==> src/hw/rtl/cpg_pkg.sv <==
package cpg_pkg;

    // Field widths fixed by the interface
    localparam int C_W   = 16;
    localparam int R_W   = 12;
    localparam int Z_W   = 12;
    localparam int PT_W  = 21;

    // Product widths: signed center times zoom, radius times zoom
    localparam int PC_W  = C_W + Z_W + 1;
    localparam int RZ_W  = R_W + Z_W;

    localparam logic [Z_W-1:0] ZOOM_RESET = 12'd256;

    // Command queue between front and back
    localparam int QDEPTH = 2;
    localparam int QA_W   = $clog2(QDEPTH);

    typedef enum logic
    {
        OP_START = 1'b0,
        OP_STEP  = 1'b1
    } op_t;

    typedef struct packed
    {
        op_t                     op;
        logic signed [PC_W-1:0]  pcx;
        logic signed [PC_W-1:0]  pcy;
        logic [RZ_W-1:0]         rz;
    } cmd_t;

    typedef struct packed
    {
        logic full;
        logic empty;
    } q_stat_t;

endpackage

==> src/hw/rtl/cpg_front.sv <==
module cpg_front
    import cpg_pkg::*;
(
    input  logic                   clk,
    input  logic                   rst_n,
    input  logic                   cfg_we,
    input  logic [Z_W-1:0]         cfg_wdata,
    input  logic                   in_valid,
    output logic                   in_stall,
    input  logic                   op,
    input  logic signed [C_W-1:0]  center_x,
    input  logic signed [C_W-1:0]  center_y,
    input  logic [R_W-1:0]         radius,
    input  q_stat_t                q_stat,
    output logic                   push,
    output cmd_t                   wr_cmd
);

    logic [Z_W-1:0]        zoom_reg;
    logic [Z_W-1:0]        zoom_next;
    logic signed [Z_W:0]   zoom_s;

    // Zoom register
    always_comb
    begin
        zoom_next = zoom_reg;
        if (cfg_we)
        begin
            zoom_next = cfg_wdata;
        end
    end

    always_ff @(posedge clk or negedge rst_n)
    begin
        if (!rst_n)
        begin
            zoom_reg <= ZOOM_RESET;
        end
        else
        begin
            zoom_reg <= zoom_next;
        end
    end

    // Accept a transaction whenever the queue has room
    assign in_stall = q_stat.full;
    assign push     = in_valid && !q_stat.full;

    // Classify and scale; the raw products go into the queue
    assign zoom_s        = $signed({1'b0, zoom_reg});
    assign wr_cmd.op     = op_t'(op);
    assign wr_cmd.pcx    = PC_W'(center_x) * PC_W'(zoom_s);
    assign wr_cmd.pcy    = PC_W'(center_y) * PC_W'(zoom_s);
    assign wr_cmd.rz     = RZ_W'(radius) * RZ_W'(zoom_reg);

endmodule

==> src/hw/rtl/cpg_queue.sv <==
module cpg_queue
    import cpg_pkg::*;
(
    input  logic     clk,
    input  logic     rst_n,
    input  logic     push,
    input  cmd_t     wr_cmd,
    input  logic     pop,
    output cmd_t     rd_cmd,
    output q_stat_t  q_stat
);

    cmd_t              entry_reg [QDEPTH];
    logic [QA_W-1:0]   wr_ptr_reg;
    logic [QA_W-1:0]   wr_ptr_next;
    logic [QA_W-1:0]   rd_ptr_reg;
    logic [QA_W-1:0]   rd_ptr_next;
    logic [QA_W:0]     count_reg;
    logic [QA_W:0]     count_next;

    // Pointer and fill count
    always_comb
    begin
        wr_ptr_next = wr_ptr_reg;
        rd_ptr_next = rd_ptr_reg;
        count_next  = count_reg;
        if (push)
        begin
            wr_ptr_next = (wr_ptr_reg == QA_W'(QDEPTH - 1)) ? '0 : wr_ptr_reg + 1'b1;
        end
        if (pop)
        begin
            rd_ptr_next = (rd_ptr_reg == QA_W'(QDEPTH - 1)) ? '0 : rd_ptr_reg + 1'b1;
        end
        case ({push, pop})
            2'b10:   count_next = count_reg + 1'b1;
            2'b01:   count_next = count_reg - 1'b1;
            default: count_next = count_reg;
        endcase
    end

    always_ff @(posedge clk or negedge rst_n)
    begin
        if (!rst_n)
        begin
            wr_ptr_reg <= '0;
            rd_ptr_reg <= '0;
            count_reg  <= '0;
        end
        else
        begin
            wr_ptr_reg <= wr_ptr_next;
            rd_ptr_reg <= rd_ptr_next;
            count_reg  <= count_next;
        end
    end

    // Store entries
    always_ff @(posedge clk)
    begin
        if (push)
        begin
            entry_reg[wr_ptr_reg] <= wr_cmd;
        end
    end

    assign rd_cmd       = entry_reg[rd_ptr_reg];
    assign q_stat.full  = (count_reg == (QA_W + 1)'(QDEPTH));
    assign q_stat.empty = (count_reg == '0);

endmodule

==> src/hw/rtl/cpg_back.sv <==
module cpg_back
    import cpg_pkg::*;
#(
    parameter int ZOOM_FRAC_BITS = 8
)
(
    input  logic                    clk,
    input  logic                    rst_n,
    input  q_stat_t                 q_stat,
    input  cmd_t                    rd_cmd,
    output logic                    pop,
    output logic                    out_valid,
    input  logic                    out_stall,
    output logic signed [PT_W-1:0]  point_x,
    output logic signed [PT_W-1:0]  point_y,
    output logic                    last,
    output logic                    finished
);

    localparam int F      = ZOOM_FRAC_BITS;
    localparam int D_W    = RZ_W + 1 - F;
    localparam int OFF_W  = RZ_W - F + 2;
    localparam int ERR_W  = D_W + 3;
    localparam int STEP_W = D_W + 1;
    localparam logic signed [PC_W-1:0] BIAS = PC_W'((64'd1 << F) - 64'd1);
    localparam logic [2:0] LAST_IDX = 3'd7;

    // Circle state
    logic signed [PT_W-1:0]   cx_reg, cx_next;
    logic signed [PT_W-1:0]   cy_reg, cy_next;
    logic signed [OFF_W-1:0]  x_reg, x_next;
    logic signed [OFF_W-1:0]  y_reg, y_next;
    logic [STEP_W-1:0]        sx_reg, sx_next;
    logic [STEP_W-1:0]        sy_reg, sy_next;
    logic signed [ERR_W-1:0]  err_reg, err_next;
    logic [D_W-1:0]           d_reg, d_next;
    logic                     active_reg, active_next;

    // Emission control and output register
    logic                     emit_reg, emit_next;
    logic [2:0]               idx_reg, idx_next;
    logic signed [PT_W-1:0]   snap_x_reg, snap_x_next;
    logic signed [PT_W-1:0]   snap_y_reg, snap_y_next;
    logic                     ov_reg, ov_next;
    logic signed [PT_W-1:0]   px_reg, px_next;
    logic signed [PT_W-1:0]   py_reg, py_next;
    logic                     last_reg, last_next;
    logic                     fin_reg, fin_next;

    // Start decode
    logic signed [PC_W-1:0]   pcx_adj, pcy_adj;
    logic [RZ_W-1:0]          rz_int;
    logic [D_W-1:0]           d_new;
    logic signed [OFF_W-1:0]  x_new;

    // Step update
    logic                     out_free;
    logic                     fin_cond;
    logic signed [ERR_W-1:0]  e_a;
    logic signed [OFF_W-1:0]  x_upd, y_upd;
    logic [STEP_W-1:0]        sx_upd, sy_upd;
    logic signed [ERR_W-1:0]  e_upd;

    // Point select
    logic signed [PT_W-1:0]   src_x, src_y, a_off, b_off, pt_x, pt_y;
    logic [2:0]               sel_idx;

    assign out_free = !ov_reg || !out_stall;
    assign pop      = out_free && !emit_reg && !q_stat.empty;
    assign fin_cond = !active_reg || (x_reg < y_reg);

    // Scale the start command: truncate toward zero
    always_comb
    begin
        pcx_adj = rd_cmd.pcx + (rd_cmd.pcx[PC_W-1] ? BIAS : '0);
        pcy_adj = rd_cmd.pcy + (rd_cmd.pcy[PC_W-1] ? BIAS : '0);
        rz_int  = rd_cmd.rz >> F;
        d_new   = D_W'({rd_cmd.rz, 1'b0} >> F);
        x_new   = OFF_W'(rz_int)
                - (((rd_cmd.rz == '0) || (rz_int != '0)) ? OFF_W'(1) : OFF_W'(0));
    end

    // Midpoint error update
    always_comb
    begin
        e_a    = err_reg;
        y_upd  = y_reg;
        sy_upd = sy_reg;
        x_upd  = x_reg;
        sx_upd = sx_reg;
        if (err_reg <= 0)
        begin
            y_upd  = y_reg + OFF_W'(1);
            e_a    = err_reg + ERR_W'(sy_reg);
            sy_upd = sy_reg + STEP_W'(2);
        end
        e_upd = e_a;
        if (e_a > 0)
        begin
            x_upd  = x_reg - OFF_W'(1);
            sx_upd = sx_reg + STEP_W'(2);
            e_upd  = e_a + ERR_W'(sx_upd) - ERR_W'(d_reg);
        end
    end

    // Pick one of the eight octant points
    always_comb
    begin
        src_x   = emit_reg ? snap_x_reg : PT_W'(x_reg);
        src_y   = emit_reg ? snap_y_reg : PT_W'(y_reg);
        sel_idx = emit_reg ? idx_reg : 3'd0;
        a_off   = sel_idx[2] ? src_y : src_x;
        b_off   = sel_idx[2] ? src_x : src_y;
        pt_x    = sel_idx[1] ? cx_reg - a_off : cx_reg + a_off;
        pt_y    = sel_idx[0] ? cy_reg + b_off : cy_reg - b_off;
    end

    // Sequence commands and results
    always_comb
    begin
        cx_next     = cx_reg;
        cy_next     = cy_reg;
        x_next      = x_reg;
        y_next      = y_reg;
        sx_next     = sx_reg;
        sy_next     = sy_reg;
        err_next    = err_reg;
        d_next      = d_reg;
        active_next = active_reg;
        emit_next   = emit_reg;
        idx_next    = idx_reg;
        snap_x_next = snap_x_reg;
        snap_y_next = snap_y_reg;
        ov_next     = ov_reg;
        px_next     = px_reg;
        py_next     = py_reg;
        last_next   = last_reg;
        fin_next    = fin_reg;
        if (out_free)
        begin
            ov_next = 1'b0;
            if (emit_reg)
            begin
                ov_next   = 1'b1;
                px_next   = pt_x;
                py_next   = pt_y;
                fin_next  = 1'b0;
                last_next = (idx_reg == LAST_IDX);
                idx_next  = idx_reg + 3'd1;
                if (idx_reg == LAST_IDX)
                begin
                    emit_next = 1'b0;
                end
            end
            else if (pop)
            begin
                case (rd_cmd.op)
                    OP_START:
                    begin
                        cx_next     = PT_W'(pcx_adj >>> F);
                        cy_next     = PT_W'(pcy_adj >>> F);
                        d_next      = d_new;
                        x_next      = x_new;
                        y_next      = '0;
                        sx_next     = STEP_W'(1);
                        sy_next     = STEP_W'(1);
                        err_next    = ERR_W'(1) - ERR_W'(d_new);
                        active_next = 1'b1;
                    end
                    OP_STEP:
                    begin
                        ov_next = 1'b1;
                        if (fin_cond)
                        begin
                            px_next     = '0;
                            py_next     = '0;
                            last_next   = 1'b1;
                            fin_next    = 1'b1;
                            active_next = 1'b0;
                        end
                        else
                        begin
                            px_next     = pt_x;
                            py_next     = pt_y;
                            last_next   = 1'b0;
                            fin_next    = 1'b0;
                            snap_x_next = PT_W'(x_reg);
                            snap_y_next = PT_W'(y_reg);
                            emit_next   = 1'b1;
                            idx_next    = 3'd1;
                            x_next      = x_upd;
                            y_next      = y_upd;
                            sx_next     = sx_upd;
                            sy_next     = sy_upd;
                            err_next    = e_upd;
                        end
                    end
                    default:
                    begin
                        ov_next = 1'b0;
                    end
                endcase
            end
        end
    end

    // Control registers
    always_ff @(posedge clk or negedge rst_n)
    begin
        if (!rst_n)
        begin
            active_reg <= 1'b0;
            emit_reg   <= 1'b0;
            idx_reg    <= '0;
            ov_reg     <= 1'b0;
        end
        else
        begin
            active_reg <= active_next;
            emit_reg   <= emit_next;
            idx_reg    <= idx_next;
            ov_reg     <= ov_next;
        end
    end

    // Datapath registers
    always_ff @(posedge clk)
    begin
        cx_reg     <= cx_next;
        cy_reg     <= cy_next;
        x_reg      <= x_next;
        y_reg      <= y_next;
        sx_reg     <= sx_next;
        sy_reg     <= sy_next;
        err_reg    <= err_next;
        d_reg      <= d_next;
        snap_x_reg <= snap_x_next;
        snap_y_reg <= snap_y_next;
        px_reg     <= px_next;
        py_reg     <= py_next;
        last_reg   <= last_next;
        fin_reg    <= fin_next;
    end

    assign out_valid = ov_reg;
    assign point_x   = px_reg;
    assign point_y   = py_reg;
    assign last      = last_reg;
    assign finished  = fin_reg;

endmodule

==> src/hw/rtl/midpoint_circle_point_generator_core.sv <==
// Channel   Direction  Handshake              Payload
// config    in         cfg_we                 cfg_wdata (zoom)
// command   in         in_valid / in_stall    op, center_x, center_y, radius
// point     out        out_valid / out_stall  point_x, point_y, last, finished
//
// A step command puts eight points out, one point per cycle while out_stall is low;
// a finished step puts out one point with finished set, and a start command none.
// A two-entry command queue lets the front accept while the back drains points.
// Reset clears control state and sets zoom to 1.0; the circle starts inactive.
// A stalled point holds in the output register; the queue stalls the command side.
module midpoint_circle_point_generator_core
    import cpg_pkg::*;
#(
    parameter int ZOOM_FRAC_BITS = 8
)
(
    input  logic                    clk,
    input  logic                    rst_n,
    input  logic                    cfg_we,
    input  logic [Z_W-1:0]          cfg_wdata,
    input  logic                    in_valid,
    output logic                    in_stall,
    input  logic                    op,
    input  logic signed [C_W-1:0]   center_x,
    input  logic signed [C_W-1:0]   center_y,
    input  logic [R_W-1:0]          radius,
    output logic                    out_valid,
    input  logic                    out_stall,
    output logic signed [PT_W-1:0]  point_x,
    output logic signed [PT_W-1:0]  point_y,
    output logic                    last,
    output logic                    finished
);

    q_stat_t  q_stat;
    logic     push;
    logic     pop;
    cmd_t     wr_cmd;
    cmd_t     rd_cmd;

    // Accept and scale commands
    cpg_front u_front
    (
        .clk       (clk),
        .rst_n     (rst_n),
        .cfg_we    (cfg_we),
        .cfg_wdata (cfg_wdata),
        .in_valid  (in_valid),
        .in_stall  (in_stall),
        .op        (op),
        .center_x  (center_x),
        .center_y  (center_y),
        .radius    (radius),
        .q_stat    (q_stat),
        .push      (push),
        .wr_cmd    (wr_cmd)
    );

    // Buffer commands between front and back
    cpg_queue u_queue
    (
        .clk    (clk),
        .rst_n  (rst_n),
        .push   (push),
        .wr_cmd (wr_cmd),
        .pop    (pop),
        .rd_cmd (rd_cmd),
        .q_stat (q_stat)
    );

    // Walk the circle and emit points
    cpg_back #(
        .ZOOM_FRAC_BITS (ZOOM_FRAC_BITS)
    ) u_back
    (
        .clk       (clk),
        .rst_n     (rst_n),
        .q_stat    (q_stat),
        .rd_cmd    (rd_cmd),
        .pop       (pop),
        .out_valid (out_valid),
        .out_stall (out_stall),
        .point_x   (point_x),
        .point_y   (point_y),
        .last      (last),
        .finished  (finished)
    );

`ifndef SYNTH
    a_fin_is_last_zero: assert property (@(posedge clk) disable iff (!rst_n)
        (out_valid && finished) |-> (last && point_x == '0 && point_y == '0))
        else $error("finished result not last or not at origin");

    a_points_back_to_back: assert property (@(posedge clk) disable iff (!rst_n)
        (out_valid && !out_stall && !last) |=> out_valid)
        else $error("gap inside the points of one step");

    a_no_pop_empty: assert property (@(posedge clk) disable iff (!rst_n)
        q_stat.empty |-> !pop)
        else $error("command popped from empty queue");
`endif

endmodule
==> config.mk <==
export PLATFORM = sky130hd
export DESIGN_NAME = midpoint_circle_point_generator_core
export DESIGN_NICKNAME = d
export VERILOG_FILES = /design/src/hw/rtl/cpg_pkg.sv /design/src/hw/rtl/cpg_front.sv /design/src/hw/rtl/cpg_queue.sv /design/src/hw/rtl/cpg_back.sv /design/src/hw/rtl/midpoint_circle_point_generator_core.sv
export SDC_FILE = /design/constraint.sdc
export NUM_CORES = 2
export LEC_CHECK = 0
export ABC_AREA = 1
export BUFFER_PORTS_ARGS = -buffer_cell sky130_fd_sc_hd__buf_4
export CORE_MARGIN = 1.5
export CORE_UTILIZATION = 59
export DETAILED_ROUTE_END_ITERATION = 6
export GPL_ROUTABILITY_DRIVEN = 0
export PLACE_DENSITY = 0.76
export SYNTH_ARGS = -nofsm -noshare
export SYNTH_HDL_FRONTEND = slang
export SYNTH_SLANG_ARGS = --single-unit
==> constraint.sdc <==
create_clock -name clk -period 9.8 [get_ports clk]
set_clock_uncertainty 0.1 [all_clocks]
set_input_delay 0.98 -clock clk [delete_from_list [all_inputs] [get_ports clk]]
set_output_delay 0.98 -clock clk [all_outputs]
set_load 0.005 [all_outputs]
# Word level (Yosys, flattened, before mapping)
# Memories as Yosys holds them, arrays and structs flattened.
# Cells that the tools add are included.
# word_totals
n_memories	1
ram_bits	166
in_bits	62
word_cells	144
register_bits	253
out_inout_bits	46
# memory_table
memory	words	width	rd	rd_ports_with_merged_regs	write_ports	line	source
u_queue.entry_reg	2	83	1	0	1	cpg_queue.sv:13	cmd_t entry_reg [QDEPTH];
# classes
n_mux	57
reduce_logical	26
addsub	20
n_eq_ne	9
n_bitwise	3
magnitude_cmp	3
mul	3
# ops
operator	count
$mux 21	14
$mux 18	8
$pmux 18 s2	4
$mux 20	3
$add 29x29->29	2
$mul 16x13->29	2
$add 18x2->18 const B	3
$add 21x21->21	2
$sub 21x21->21	2
$add 20x18->20	2
$pmux 20 s2	1
$logic_not 24->1	1
$mul 12x12->24	1
$reduce_bool 24->1	1
$gt 20x1->1 const B	1
$le 20x1->1 const B	1
$sub 20x17->20	1
$lt 18x18->1	1
$mux 1	18
$sub 1x17->18 const A	1
$sub 16x18->18	1
$sub 18x2->18 const B	1
$mux 8	2
$reduce_and 4->1	4
20 further kinds	44

# Depth between registers and ports, before layout
# depth
word_depth	8
depth_mapped	28
mapped_depth_nobuf	28

# Modules after synthesis
# From an unflattened synthesis, not the netlist that was laid out.
# hier_totals
hier_cells	5808
area_unflattened_um2	46060.4
# modules_own_cells
module	instances	area_per_inst_um2	seq_area_each_um2	cells_each
cpg_front	1	21614.5	301.5	3074
cpg_back	1	18107.4	7026.7	2277
cpg_queue	1	6338.6	5084.9	457

# Least setup slack after synthesis
# OpenSTA, ideal clock, no wires.
# synth_timing
path_type	input-to-reg
startpoint	input out_stall
endpoint	register u_back.sy_reg[10] (enable)
t_arrival_ns	5.607
path_slack_ns	3.617
n_path_buf	0
setup_time_ns	0.476
t_required_ns	9.224
cell_stages	7
path_cell_list	nand2_1 -> inv_1 -> nor2_1 -> o21ai_0 -> nor2_1 -> inv_1 -> o21ai_0
# synth_between
elab_chain_cells	5
# synth_rtl
element	line	source
start: declaration	midpoint_circle_point_generator_core.sv:28	input logic out_stall,
$logic_not 1->1 *	cpg_back.sv:68	assign out_free = !ov_reg || !out_stall;
$logic_or 1x1->1 *	cpg_back.sv:68	
$logic_and 1x1->1 (2 in a row)	cpg_back.sv:69	assign pop = out_free && !emit_reg && !q_stat.empty;
$reduce_and 5->1 (no line) *	n/a	
end signal: assignment	cpg_back.sv:234	sy_reg <= sy_next;
end: declaration	cpg_back.sv:34	logic [STEP_W-1:0] sy_reg, sy_next;
# Every way passes the cells marked *; elsewhere a longest branch is shown, timed or not.
# A chain may end at the register's enable or synchronous reset.

==> results by group <==
Routing
  – ANT nets after route: 0
  – 1st-iter DRT viols: 2456
  – Average wire per standard cell: 16.3 microns
  – Post-Route WL: 102000 microns
  – Vias/cell: 5.36
  – Vias: 33500
  – DRC viols: 0
  – DR pass1 iterations: 6

Flow run
  – Maxcap violations: 0

Die
  – Die footprint: 76700 sq um
  – Die height: 277 microns
  – Row cnt: 100
  – Die X: 277 microns
  – Core area: 74300 sq um
  – Starting Density: 0.596
  – Top-Level Pins: 108

STA
  – Final Slew Violations: 0
  – Final Setup Violations: 0
  – Peak Freq: 158 MHz
  – Worst slew margin: 0.241
  – Unrepaired setup endpoints after global routing: false
  – Setup TNS: 0 ns
  – Period utilization: 0.647
  – Minimum clock period: 6.34 ns
  – Worst-Margin Slew: 1.13 ns
  – Setup ws final: 3.46 ns
  – Final Hold Vio Count: 0

Logic synthesis
  – Asr flop ratio synth: 0.0528
  – Synth warnings: 0
  – Post-synth EDFFs: 395
  – Post-synthesis sequential area ratio: 0.280
  – Netlist cell types: 71
  – Post-synthesis cell area: 44300 sq um
  – Syn_nets: 6079
  – Most used flip-flop cell after synthesis: edfxtp_1
  – Gate Count Post-Synth: 5225
  – Register bit total from synthesis: 417
  – Syn_area_per_cell: 8.48 sq um

Layout
  – Synth-to-layout area growth: 7.40%
  – Max reg flops: 166
  – Most frequent cells in the layout: 1225 x inv_1, 1190 x nand2_1, 475 x fa_1
  – Final #Nets: 6102
  – Layout cell share with drive strength beyond 1: 0.0634
  – Most common cell after layout, fill and taps aside: inv_1
  – Antenna cells: 0

Placement
  – Post-DP HPWL: 79200 microns
  – Port bufs: 107
  – Post-place setup slack: 3.42 ns

Min path
  – HP Class: primary input to asynchronous set/reset pin

Global routing
  – First-pass GRT wire length: 167000 microns
  – Initial antenna violation count: 2
  – Overall Global Routing Usage: 0.267
  – Vias in the first global route: 33400
  – Total grt overflow: 0
  – Largest net degree at the start of global routing: 74

Clock network
  – Clock root buffer: clkbuf_16
  – Hold Buf Count CTS: 0
  – Maximum root-to-sink buffer count: 3
  – TritonCTS clock tree: built
  – CTS buffer count: 47
  – Skew-Pair Late Insertion Delay: 0.61 ns
  – Post-CTS sizing: 0
  – Setup bufs post-CTS: 0
  – CTS H-tree depth: 2
  – Worst-path clk slew: 0.06 ns
  – Clock Sinks: 417

Setup path
  – Reg2reg setup slack: 3.46 ns
  – Data required, critical path: 10.03 ns
  – CP Data Arrival Time: 6.58 ns
  – Crit path launch type: flop
  – Critical path type: flop to flop
  – Worst Path Max Fanout: 29
  – Crit. End Element: flop

Outcome
  – Status: complete, no violations
==> per-stage QoR <==
stage / util / hold slack (ns) / instance area [sq um] / std cells
3_5_place_dp: 0.617 / 0.333 / 45800 / 6168
6_report: 0.640 / 0.247 / 47600 / 6253
3_3_place_gp: 0.617 / 0.338 / 45800 / 6168
4_1_cts: 0.640 / 0.183 / 47600 / 6253
2_1_floorplan: - / 0.326 / 44300 / 5225
5_1_grt: 0.640 / 0.254 / 47600 / 6253
==> worst max-delay path: stages (launching register included) <==
cell	delay, ns
dfrtp_1	0.72
buf_4	0.46
nand2_1	0.09
inv_1	0.08
fa_1	0.40
inv_1	0.08
fa_1	0.40
inv_1	0.09
fa_1	0.44
fa_1	0.54
inv_1	0.05
fa_1	0.47
inv_1	0.04
ha_1	0.32
a21oi_1	0.14
o21ai_0	0.09
a21oi_1	0.27
o21ai_0	0.23
a21oi_1	0.28
o21ai_0	0.19
a21oi_1	0.30
o21ai_0	0.14
nand2_1	0.08
nand2_1	0.07
==> per-layer routing <==
| layer | vias up | GRT usage | share of wire |
|---|---|---|---|
| li1 | 16200 | - | - |
| met1 | 16100 | 0.372 | 0.44 |
| met2 | 1078 | 0.436 | 0.46 |
| met3 | 159 | 0.0417 | 0.071 |
| met4 | 4 | 0.0742 | 0.025 |
| met5 | - | 0 | 0.00021 |
==> synth_stat cells (7+ instances only) <==
| cell type | n | area share |
|---|---|---|
| clkbuf_1 | 120 | 0.010 |
| inv_1 | 1225 | 0.10 |
| nor2_1 | 314 | 0.027 |
| o31ai_1 | 7 | 0.0012 |
| nand3_1 | 153 | 0.017 |
| xor2_1 | 148 | 0.029 |
| mux2_2 | 12 | 0.0031 |
| nand2_2 | 11 | 0.0016 |
| inv_2 | 19 | 0.0016 |
| a21o_1 | 13 | 0.0022 |
| buf_1 | 8 | 0.00068 |
| nor2_2 | 15 | 0.0021 |
| nor4_1 | 15 | 0.0021 |
| nand2_1 | 1191 | 0.10 |
| dfrtp_1 | 21 | 0.012 |
| nor3_1 | 45 | 0.0051 |
| or2_1 | 8 | 0.0011 |
| fa_1 | 475 | 0.21 |
| a31oi_1 | 22 | 0.0031 |
| o221ai_1 | 11 | 0.0022 |
| o21ai_0 | 151 | 0.017 |
| edfxtp_1 | 395 | 0.27 |
| nand4_1 | 29 | 0.0041 |
| mux2i_1 | 27 | 0.0061 |
| o21a_1 | 9 | 0.0015 |
| nor2_4 | 10 | 0.0025 |
| a21oi_1 | 205 | 0.023 |
| buf_6 | 8 | 0.0020 |
| xnor2_1 | 77 | 0.015 |
| o211ai_1 | 16 | 0.0027 |
| buf_2 | 12 | 0.0014 |
| or2_2 | 17 | 0.0024 |
| o21bai_1 | 20 | 0.0034 |
| o21ai_1 | 7 | 0.00079 |
| ha_1 | 317 | 0.090 |
| or2_0 | 8 | 0.0011 |
| o21ai_2 | 12 | 0.0024 |
==> path summary, 6_finish.rpt <==
check                                    start                  endpoint  cells after the start
hold / removal                           rst_n         u_back.idx_reg[1]                      1
min in group clk              u_back.y_reg[17]     u_back.snap_y_reg[17]                      0
max in group asynchronous                rst_n        u_queue.rd_ptr_reg                      1
setup / recovery           u_front.zoom_reg[3]  u_queue.entry_reg[1][77]                     23
hold reg to reg               u_back.y_reg[17]     u_back.snap_y_reg[17]                      0
setup reg to reg           u_front.zoom_reg[3]  u_queue.entry_reg[1][77]                     23
==> cell type report <==
class | instances | area [sq um]
well taps | 969 | 1210
flip-flops and latches | 417 | 12400
repair buffers | 128 | 961
inverters | 1245 | 4680
clock buffers | 62 | 1290
fillers | 6140 | 26700
multi-input cells | 3409 | 26600
clock inverters | 23 | 443
==> cell families after synthesis <==
family,after synthesis,synth area share
flops,417,0.280
simple gates,1841,0.173
xor+xnor,225,0.0445
fa+ha+maj,792,0.304
mux,40,0.00946
buf+inv,1399,0.121
compound gates,511,0.0676
Power is left out: the tool's default activity adds up to more than one toggle a clock period on the data nets, which glitch-free logic cannot reach.
